[config.mk]
export PLATFORM = sky130hd
export DESIGN_NAME = line_rasterizer
export DESIGN_NICKNAME = d
export VERILOG_FILES = /design/src/sv/lrast_pkg.sv /design/src/sv/line_rasterizer.sv /design/src/sv/lrast_in_reg.sv /design/src/sv/lrast_core.sv /design/src/sv/lrast_out_reg.sv
export VERILOG_INCLUDE_DIRS = /design/src /design/src/sv
export SDC_FILE = /design/constraint.sdc
export NUM_CORES = 1
export LEC_CHECK = 0
export BUFFER_PORTS_ARGS = -buffer_cell sky130_fd_sc_hd__buf_2
export CAP_MARGIN = 20
export CORE_MARGIN = 10
export CORE_UTILIZATION = 46
export CTS_BUF_LIST = sky130_fd_sc_hd__clkbuf_8
export DETAILED_ROUTE_END_ITERATION = 12
export MAX_ROUTING_LAYER = met4
export PLACE_DENSITY = 0.76
export SYNTH_ARGS = -nofsm -noshare
export SYNTH_HDL_FRONTEND = slang
export SYNTH_SLANG_ARGS = --single-unit
[constraint.sdc]
create_clock -name aclk -period 6.6 [get_ports aclk]
set_input_delay 0.66 -clock aclk [delete_from_list [all_inputs] [get_ports aclk]]
set_output_delay 0.66 -clock aclk [all_outputs]
set_load 0.02 [all_outputs]
[src/sv/assert_macros.svh]
// Assertion macros for the RTL files; line_rasterizer.sv includes them.
`ifndef ASSERT_MACROS_SVH
`define ASSERT_MACROS_SVH

// Clocked assertion, disabled while the active-low reset is asserted.
`define ASSERT_CLK(label, clk, rstn, prop, msg) \
    label: assert property (@(posedge clk) disable iff (!rstn) prop) else $error(msg);

// Same, on the block's own clock and reset.
`define ASSERT_AX(label, prop, msg) \
    `ASSERT_CLK(label, aclk, aresetn, prop, msg)

`endif

[src/sv/lrast_pkg.sv]
// Types and constants for the line rasterizer.
package lrast_pkg;

    localparam int COORD_WIDTH = 12;
    localparam int COLOR_WIDTH = 24;
    localparam int DELTA_WIDTH = COORD_WIDTH + 1;
    localparam int ERR_WIDTH   = COORD_WIDTH + 3;

    localparam logic MODE_LOAD = 1'b0;
    localparam logic MODE_STEP = 1'b1;

    typedef logic signed [COORD_WIDTH-1:0] coord_t;
    typedef logic signed [DELTA_WIDTH-1:0] delta_t;
    typedef logic signed [ERR_WIDTH-1:0]   err_t;
    typedef logic signed [ERR_WIDTH:0]     err2_t;
    typedef logic [COLOR_WIDTH-1:0]        color_t;

    typedef struct packed {
        logic   mode;
        coord_t start_x;
        coord_t start_y;
        coord_t end_x;
        coord_t end_y;
        color_t line_color;
    } lrast_item_t;

    typedef struct packed {
        logic   pixel_valid;
        coord_t pixel_x;
        coord_t pixel_y;
        color_t pixel_color;
        logic   last_pixel;
    } lrast_pix_t;

endpackage

[src/sv/line_rasterizer.sv]
// Line rasterizer top level: input register, step logic and result register.
// A mode 0 request loads two endpoints and a colour and returns the leftmost
// endpoint; each mode 1 request returns the next Bresenham pixel, with
// last_pixel set on the far endpoint, or a result with pixel_valid low when
// no line is active. One request is taken and one result given every cycle
// while the sink takes results; a result passes through the input register
// and then the result register. s_ready drops only while the input
// register is full and the result register holds a result the sink has not
// taken. Each step is two compares and two adds on the error term.
`include "assert_macros.svh"

module line_rasterizer import lrast_pkg::*; (
    input  logic         aclk,
    input  logic         aresetn,
    input  logic         s_valid,
    output logic         s_ready,
    input  logic         s_mode,
    input  coord_t       s_start_x,
    input  coord_t       s_start_y,
    input  coord_t       s_end_x,
    input  coord_t       s_end_y,
    input  color_t       s_line_color,
    output logic         m_valid,
    input  logic         m_ready,
    output logic         m_pixel_valid,
    output coord_t       m_pixel_x,
    output coord_t       m_pixel_y,
    output color_t       m_pixel_color,
    output logic         m_last_pixel
);

    lrast_item_t s_item;
    lrast_item_t item;
    logic        item_valid;
    logic        advance;
    lrast_pix_t  pix;
    lrast_pix_t  m_pix;
    logic        line_active;
    logic        fire;

    assign s_item.mode       = s_mode;
    assign s_item.start_x    = s_start_x;
    assign s_item.start_y    = s_start_y;
    assign s_item.end_x      = s_end_x;
    assign s_item.end_y      = s_end_y;
    assign s_item.line_color = s_line_color;

    assign fire = item_valid && advance;

    lrast_in_reg u_in_reg (
        .aclk       (aclk),
        .aresetn    (aresetn),
        .s_valid    (s_valid),
        .s_ready    (s_ready),
        .s_item     (s_item),
        .advance    (advance),
        .item_valid (item_valid),
        .item       (item)
    );

    lrast_core u_core (
        .aclk        (aclk),
        .aresetn     (aresetn),
        .fire        (fire),
        .item        (item),
        .pix         (pix),
        .line_active (line_active)
    );

    lrast_out_reg u_out_reg (
        .aclk       (aclk),
        .aresetn    (aresetn),
        .item_valid (item_valid),
        .pix        (pix),
        .advance    (advance),
        .m_valid    (m_valid),
        .m_ready    (m_ready),
        .m_pix      (m_pix)
    );

    assign m_pixel_valid = m_pix.pixel_valid;
    assign m_pixel_x     = m_pix.pixel_x;
    assign m_pixel_y     = m_pix.pixel_y;
    assign m_pixel_color = m_pix.pixel_color;
    assign m_last_pixel  = m_pix.last_pixel;

    `ASSERT_AX(a_stall_only_on_output,
        !s_ready |-> (m_valid && !m_ready),
        "input stalled without output backpressure")
    `ASSERT_AX(a_last_ends_line,
        (fire && pix.last_pixel) |=> !line_active,
        "line still active after last pixel")
    `ASSERT_AX(a_last_has_pixel,
        (m_valid && m_last_pixel) |-> m_pixel_valid,
        "last pixel flagged on empty result")
    `ASSERT_AX(a_empty_is_zero,
        (m_valid && !m_pixel_valid) |-> (m_pixel_x == '0 && m_pixel_y == '0
            && m_pixel_color == '0 && !m_last_pixel),
        "empty result not cleared")

endmodule

[src/sv/lrast_in_reg.sv]
// Input request register of the line rasterizer.
module lrast_in_reg import lrast_pkg::*; (
    input  logic        aclk,
    input  logic        aresetn,
    input  logic        s_valid,
    output logic        s_ready,
    input  lrast_item_t s_item,
    input  logic        advance,
    output logic        item_valid,
    output lrast_item_t item
);

    logic        in_valid_reg;
    logic        in_valid_next;
    lrast_item_t item_reg;

    assign s_ready       = !in_valid_reg || advance;
    assign in_valid_next = (s_valid && s_ready) || (in_valid_reg && !advance);

    always_ff @(posedge aclk) begin
        if (!aresetn) begin
            in_valid_reg <= 1'b0;
        end else begin
            in_valid_reg <= in_valid_next;
        end
    end

    always_ff @(posedge aclk) begin
        if (s_valid && s_ready) begin
            item_reg <= s_item;
        end
    end

    assign item_valid = in_valid_reg;
    assign item       = item_reg;

endmodule

[src/sv/lrast_core.sv]
// Line state and one Bresenham step per request.
module lrast_core import lrast_pkg::*; (
    input  logic        aclk,
    input  logic        aresetn,
    input  logic        fire,
    input  lrast_item_t item,
    output lrast_pix_t  pix,
    output logic        line_active
);

    coord_t cur_x_reg, cur_y_reg, target_x_reg, target_y_reg;
    delta_t delta_x_reg, delta_y_abs_reg;
    logic   y_step_down_reg;
    err_t   error_term_reg;
    color_t held_color_reg;
    logic   line_active_reg;

    // load path
    coord_t sx, sy, ex, ey;
    coord_t ax, ay, bx, by;
    logic   swap;
    delta_t dx_load, dy_load, dyabs_load;
    logic   down_load;
    err_t   err_load;
    logic   last_load;

    // step path
    err2_t  e2, ndy2, dx2;
    err_t   dx_ext, dyabs_ext;
    logic   step_x, step_y;
    err_t   err_step;
    coord_t x_step, y_step;
    logic   last_step;

    always_comb begin
        sx = item.start_x;
        sy = item.start_y;
        ex = item.end_x;
        ey = item.end_y;
        swap = sx > ex;
        ax = swap ? ex : sx;
        ay = swap ? ey : sy;
        bx = swap ? sx : ex;
        by = swap ? sy : ey;
        dx_load = {bx[COORD_WIDTH-1], bx} - {ax[COORD_WIDTH-1], ax};
        dy_load = {by[COORD_WIDTH-1], by} - {ay[COORD_WIDTH-1], ay};
        down_load = dy_load[DELTA_WIDTH-1];
        dyabs_load = down_load ? -dy_load : dy_load;
        err_load = {{2{dx_load[DELTA_WIDTH-1]}}, dx_load}
                 - {{2{dyabs_load[DELTA_WIDTH-1]}}, dyabs_load};
        last_load = (ax == bx) && (ay == by);
    end

    always_comb begin
        dx_ext    = {{2{delta_x_reg[DELTA_WIDTH-1]}}, delta_x_reg};
        dyabs_ext = {{2{delta_y_abs_reg[DELTA_WIDTH-1]}}, delta_y_abs_reg};
        e2        = {error_term_reg, 1'b0};
        ndy2      = -{dyabs_ext[ERR_WIDTH-1], dyabs_ext};
        dx2       = {dx_ext[ERR_WIDTH-1], dx_ext};
        step_x    = e2 >= ndy2;
        step_y    = e2 <= dx2;
        err_step  = error_term_reg - (step_x ? dyabs_ext : '0) + (step_y ? dx_ext : '0);
        x_step    = step_x ? cur_x_reg + coord_t'(1) : cur_x_reg;
        if (!step_y) begin
            y_step = cur_y_reg;
        end else if (y_step_down_reg) begin
            y_step = cur_y_reg - coord_t'(1);
        end else begin
            y_step = cur_y_reg + coord_t'(1);
        end
        last_step = (x_step == target_x_reg) && (y_step == target_y_reg);
    end

    always_comb begin
        pix = '0;
        if (item.mode == MODE_LOAD) begin
            pix.pixel_valid = 1'b1;
            pix.pixel_x     = ax;
            pix.pixel_y     = ay;
            pix.pixel_color = item.line_color;
            pix.last_pixel  = last_load;
        end else if (line_active_reg) begin
            pix.pixel_valid = 1'b1;
            pix.pixel_x     = x_step;
            pix.pixel_y     = y_step;
            pix.pixel_color = held_color_reg;
            pix.last_pixel  = last_step;
        end
    end

    always_ff @(posedge aclk) begin
        if (!aresetn) begin
            cur_x_reg       <= '0;
            cur_y_reg       <= '0;
            target_x_reg    <= '0;
            target_y_reg    <= '0;
            delta_x_reg     <= '0;
            delta_y_abs_reg <= '0;
            y_step_down_reg <= 1'b0;
            error_term_reg  <= '0;
            held_color_reg  <= '0;
            line_active_reg <= 1'b0;
        end else if (fire) begin
            if (item.mode == MODE_LOAD) begin
                cur_x_reg       <= ax;
                cur_y_reg       <= ay;
                target_x_reg    <= bx;
                target_y_reg    <= by;
                delta_x_reg     <= dx_load;
                delta_y_abs_reg <= dyabs_load;
                y_step_down_reg <= down_load;
                error_term_reg  <= err_load;
                held_color_reg  <= item.line_color;
                line_active_reg <= !last_load;
            end else if (line_active_reg) begin
                cur_x_reg      <= x_step;
                cur_y_reg      <= y_step;
                error_term_reg <= err_step;
                if (last_step) begin
                    line_active_reg <= 1'b0;
                end
            end
        end
    end

    assign line_active = line_active_reg;

endmodule

[src/sv/lrast_out_reg.sv]
// Result register of the line rasterizer.
module lrast_out_reg import lrast_pkg::*; (
    input  logic       aclk,
    input  logic       aresetn,
    input  logic       item_valid,
    input  lrast_pix_t pix,
    output logic       advance,
    output logic       m_valid,
    input  logic       m_ready,
    output lrast_pix_t m_pix
);

    logic       out_valid_reg;
    logic       out_valid_next;
    lrast_pix_t pix_reg;

    assign advance        = !out_valid_reg || m_ready;
    assign out_valid_next = (item_valid && advance) || (out_valid_reg && !m_ready);

    always_ff @(posedge aclk) begin
        if (!aresetn) begin
            out_valid_reg <= 1'b0;
        end else begin
            out_valid_reg <= out_valid_next;
        end
    end

    always_ff @(posedge aclk) begin
        if (item_valid && advance) begin
            pix_reg <= pix;
        end
    end

    assign m_valid = out_valid_reg;
    assign m_pix   = pix_reg;

endmodule
Yosys cells after proc, flatten, opt, wreduce, memory -nomap -nowiden --
Cells that the tools add are included. W data, S select, Z words.
Word-level totals: bits in registers 240, output and inout bits 52, input port bits 77
Cells by class: multiplexer cells 21, bitwise gates (word level) 1, $add $sub $neg 10, magnitude comparators 3, reductions and logical operators 17, equality and inequality tests 5
Operator list (count):
- $mux W12 | 11
- $mux W15 | 4
- $mux W50 | 1
- $mux W49 | 1
- $eq A12 B12 Y1 | 4
- $sub A12 B12 Y13 | 2
- $add A12 B2 Y12 const B | 2
- $ge A16 B16 Y1 | 1
- $le A16 B13 Y1 | 1
- $neg A16 Y16 | 1
- $add A15 B15 Y15 | 1
- $sub A15 B15 Y15 | 1
- $sub A13 B13 Y14 | 1
- $mux W13 | 1
- $neg A13 Y13 | 1
- $gt A12 B12 Y1 | 1
- $sub A12 B2 Y12 const B | 1
- $logic_and A1 B1 Y1 | 6
- $logic_not A1 Y1 | 5
- $logic_or A1 B1 Y1 | 4
- $reduce_and A2 Y1 | 2
- $mux W1 | 3
- $ne A2 B1 Y1 const B | 1
- $not A1 Y1 | 1

Depth between registers and ports, before layout --
depth in word-level cells 8, mapped depth 35, gate-level depth less buffers 34

Modules after synthesis --
A second synthesis with hierarchy kept.
Unflattened totals: cell total of the unflattened synthesis 1815, area, all modules 15970.3 um^2
By module, submodules not included:
- lrast_core | cells an instance 1681, seq. area each 2302.2 um^2, area each 12155.4 um^2, times used 1
- lrast_in_reg | cells an instance 78, seq. area each 2212.1 um^2, area each 2249.7 um^2, times used 1
- lrast_out_reg | cells an instance 55, seq. area each 1521.5 um^2, area each 1559.0 um^2, times used 1
- line_rasterizer | cells an instance 1, seq. area each 0.0 um^2, area each 6.3 um^2, times used 1

Worst setup path after synthesis --
No wires, ideal clock.
kind register to register, from reg u_core.delta_y_abs_reg[2], to reg u_core.error_term_reg[12], arrival 6615 ps, data required time 6521 ps, path slack -94 ps, period minus slack after synthesis 6694 ps, cell stages (with the launch flop) 34, setup time 79 ps, cell sequence dfxtp_1 > or4_1 > nor3_1 > nor3b_1 > xor2_1 > ha_1 > a21oi_1 > nor2b_1 > o21ai_0 > nand2b_1 > a21oi_1 > nor2b_1 > o31a_1 > o22ai_1 > clkbuf_1 > nand2_1 > and2_1 > fa_1 > inv_1 > ha_1 > nor2b_1 > o21ai_0 > a21boi_0 > o21ai_0 > a21boi_0 > o21ai_0 > nand2b_1 > a21o_1 > a21o_1 > a21o_1 > a21oi_1 > xnor2_1 > o221ai_1 > a211oi_2
On the way: word-level cells in the longest chain between the ends 7
Ends and longest elaborated chain:
- from (decl) | line lrast_core.sv:12 | delta_t delta_x_reg, delta_y_abs_reg;
- from (signal assigned) | line lrast_core.sv:110 | delta_y_abs_reg <= dyabs_load;
- $neg A16 Y16 | line lrast_core.sv:58 | ndy2 = -{dyabs_ext[ERR_WIDTH-1], dyabs_ext};
- $ge A16 B16 Y1 | line lrast_core.sv:60 | step_x = e2 >= ndy2;
- $mux W15 (*) | line lrast_core.sv:62 | err_step = error_term_reg - (step_x ? dyabs_ext : '0) + (step_y ? dx_ext : '0);
- $sub A15 B15 Y15 (*) | line lrast_core.sv:62
- $add A15 B15 Y15 (*) | line lrast_core.sv:62
- $mux W15 (*) | line lrast_core.sv:115 | end else if (line_active_reg) begin
- $mux W15 (*) | line lrast_core.sv:104 | if (item.mode == MODE_LOAD) begin
- to (signal assigned) | line lrast_core.sv:112 | error_term_reg <= err_load;
- to (signal assigned) | line lrast_core.sv:118 | error_term_reg <= err_step;
- to (decl) | line lrast_core.sv:14 | err_t error_term_reg;
Mark *: on every way between the ends. The rest lies on a longest branch, timed or not. The select of a mux whose other input is x is not followed. A chain may end at the register's enable or synchronous reset.

Final worst setup path --
from reg u_in_reg.item_reg, in the netlist u_in_reg.item[62], to reg u_core.error_term_reg[12]
On the way: word-level cells in the longest chain between the ends 7, elaborated cells between the ends (all ways) 11, those cells by class add/sub: 4; order compare: 1; mux: 6
Ends and longest elaborated chain:
- from (decl) | line lrast_in_reg.sv:15 | lrast_item_t item_reg;
- from (signal assigned) | line lrast_in_reg.sv:30 | item_reg <= s_item;
- $gt A12 B12 Y1 | line lrast_core.sv:40 | swap = sx > ex;
- $mux W12 (on tied branches) | line lrast_core.sv:44, lrast_core.sv:42
- $sub A12 B12 Y13 | line lrast_core.sv:46 | dy_load = {by[COORD_WIDTH-1], by} - {ay[COORD_WIDTH-1], ay};
- $neg A13 Y13 | line lrast_core.sv:48 | dyabs_load = down_load ? -dy_load : dy_load;
- $mux W13 | line lrast_core.sv:48
- $sub A13 B13 Y14 (*) | line lrast_core.sv:50 | - {{2{dyabs_load[DELTA_WIDTH-1]}}, dyabs_load};
- $mux W15 (*) | line lrast_core.sv:104
Mark *: on every way between the ends. The rest lies on a longest branch, timed or not.

==> results.cfg <==
[status]
status = completed

[grt]
grt.overflow.total = 0
antenna_found_initial = 0
grt_max_degree = 98
grt_usage = 0.224
grt_pass1_vias = 13300
grt_pass1_wl_mm = 72.3

[pwr]
p_leak_nw = 7.19
ir_drop_uv = 164
p_total_mw = 4.97
pwr_density_cell_mw_per_mm2 = 283

[detailed_routing]
wire_per_inst_um = 19.3
vias = 13500
antenna_left = 0
dr.pass1.iters = 5
wl_mm = 46.0
viasPerCell = 5.69
first_iter_violations = 990
drc = 0

[worst_setup_path]
worstPathMaxFanout = 8
critPathSlowestCell = ha_1
cp_num_buf_inv = 2
crit_family = compound AO/OA/AOI/OAI gates
cpPeakStageDelay_ns = 0.50
cp.arrival_ns = 6.96
crit_start = u_in_reg.item[62]
r2r_cells = 30
r2r_setup_slack_ns = 0.12
start_kind = register
cp_data_required_time_ns = 7.08
reg2reg_from = u_in_reg.item[62]
path_class = register to register
end_kind = register
worstReg2RegEnd = u_core.error_term_reg[12]

[min_path]
hold_end = u_in_reg.item[29]
hp-class = input port to register
min_from = s_end_y[5]
hold_path_depth = 1

[clock_tree]
clkLatencyLatePin_ns = 0.57
cts.clk_slew.worst_paths_ns = 0.07
cts.sinks = 240
cts_hold_buffers = 0
cts_buffer_depth = 3
cts_tree = yes
cts_buffers = 42
h-tree-depth = 2
cts_root_buf = clkbuf_8

[floorplan]
die-area_sq_mm = 0.0411
rows = 66
io_pins = 129
die_y_um = 203
core_area_sq_mm = 0.0328
initial_core_util = 0.469
die_x_um = 203

[finish]
drive_above_1_share = 0.154
fill_cells = 2958
nNetsFinal = 2078
final_cell_mix = nand2_1, inv_1, nor2_1, a21oi_1, buf_2
final_common_cell = nand2_1
area_growth_pct = 14.2
stdcell_count = 2377
diodes = 0
fin_util = 0.535
largest_reg_flops = 73

[logic_synthesis]
netlist_instances = 1768
syn-num-nets = 1943
ys_async_sr_fraction = 0
synth_seq_area_share = 0.393
ys_ff_latch = 240
synthAdderAreaFrac = 0.0915
synth_area_leaders = edfxtp_1, dfxtp_1, ha_1
synthMuxAreaShare = 0.0131
synthSimpleGateAreaFrac = 0.184
yosysWarnings = 0
avgSynthCellArea_sq_um = 8.69
synth_compound_area_frac = 0.195
yosysTopAreaCellShare = 0.240
yosysTopAreaCell = edfxtp_1
synth_xor_area_frac = 0.0681
synthFlopType = edfxtp_1
synth_edf_count = 123
synth_top_family_by_area = compound AO/OA/AOI/OAI gates
synth.distinct_cells = 85
syn_area_sq_mm = 0.0154

[placed_design]
dp_hpwl_mm = 33.7
dp_cells = 2292
io_buffers = 128
gp_congestion = 0.992

[timing]
tightestPinTransition_ns = 1.14
period_needed_ns = 6.48
max_freq_mhz = 154
finalSetupTns_ns = 0
fin_hold_ws_ns = 0.261
slew_viol_final = 0
finalSetupViolCount = 0
fin_crit_sh = 0.982
hold_viol = 0
clock_skew_ns = 0.0350
maxSlewHeadroom = 0.231

[run]
maxCapViolCount = 0
[synth_stat cells (19+ instances only)]
cell type	number
nand2_1	235
a21o_1	26
nor2_1	150
and2_1	19
xnor2_1	67
nand2b_1	20
xor2_1	36
a211oi_1	61
a21oi_1	143
nand3_1	47
clkbuf_1	70
a31oi_1	21
dfxtp_1	117
o21ai_0	79
inv_1	135
nor2b_1	34
nor3_1	34
mux2i_1	19
edfxtp_1	123
ha_1	82
[power by group]
group | switching [mW] | internal, mW
registers | 0.0838 | 1.66
logic | 1.14 | 0.759
clock network | 0.630 | 0.695
total | 1.85 | 3.12
[metal layers]
layer,global-route usage,share of wire,vias to the layer above,wire (um)
met5,-,0,-,0
met4,0.0989,0.045,0,2070
met3,0.0298,0.064,115,2930
met2,0.366,0.48,491,22000
met1,0.272,0.41,6408,18900
li1,-,-,6513,-
[kinds of logic (layout without fill, tap and decap cells)]
| kind of cell | Yosys count | in the layout |
|---|---|---|
| compound gates | 454 | 454 |
| xor+xnor | 110 | 110 |
| fa+ha+maj | 104 | 104 |
| buf+inv | 224 | 391 |
| flops | 240 | 240 |
| mux | 20 | 20 |
| simple gates | 616 | 616 |
[worst register-to-register path: cells and delay by family (launching register included)]
kind                       cells  cell delay (ns)
muxes                          1             0.37
xor gates and xnor gates       1             0.10
adders and majority gates      4             1.46
and+or+nand+nor                5             0.55
buffers and inverters          2             0.32
DFF                            1             0.45
AOI/OAI and AO/OA             17             3.17
[per-stage QoR]
| step | cell area (sq um) | setup slack, ns |
|---|---|---|
| 4_1_cts | 17400 | 0.0338 |
| 3_3_place_gp | 16600 | 0.182 |
| 5_1_grt | 17500 | -0.153 |
| 2_1_floorplan | 15400 | 0.0315 |
| 6_report | 17500 | 0.122 |
| 3_5_place_dp | 16600 | 0.0124 |
[cell type report]
class	count	area [sq um]	share of cell area
clock inverter	29	154	0.00877
sequential	240	6040	0.344
multi-input combinational	1304	8600	0.490
timing repair buffer	180	1050	0.0597
clock buffer	47	647	0.0369
inverter	135	507	0.0289
tap	442	553	0.0315
[what timing repair did]
item / CTS / global route
setup endpoints to repair: 2 / 7
setup buffers: 0 / 9
pin swaps: 0 / 23
gates resized for setup: 1 / 30
[how the worst max path moves through the flow]
stage	slack (ns)	cells past startpoint	to
global route	-0.15	31	u_core.error_term_reg[12]
detailed placement	0.01	33	u_core.error_term_reg[14]
finish	0.12	30	u_core.error_term_reg[12]
global placement	0.18	33	u_core.error_term_reg[14]
floorplan	0.03	33	u_core.error_term_reg[12]
CTS	0.03	33	u_core.error_term_reg[14]
(Power assumes the default switching activity.)
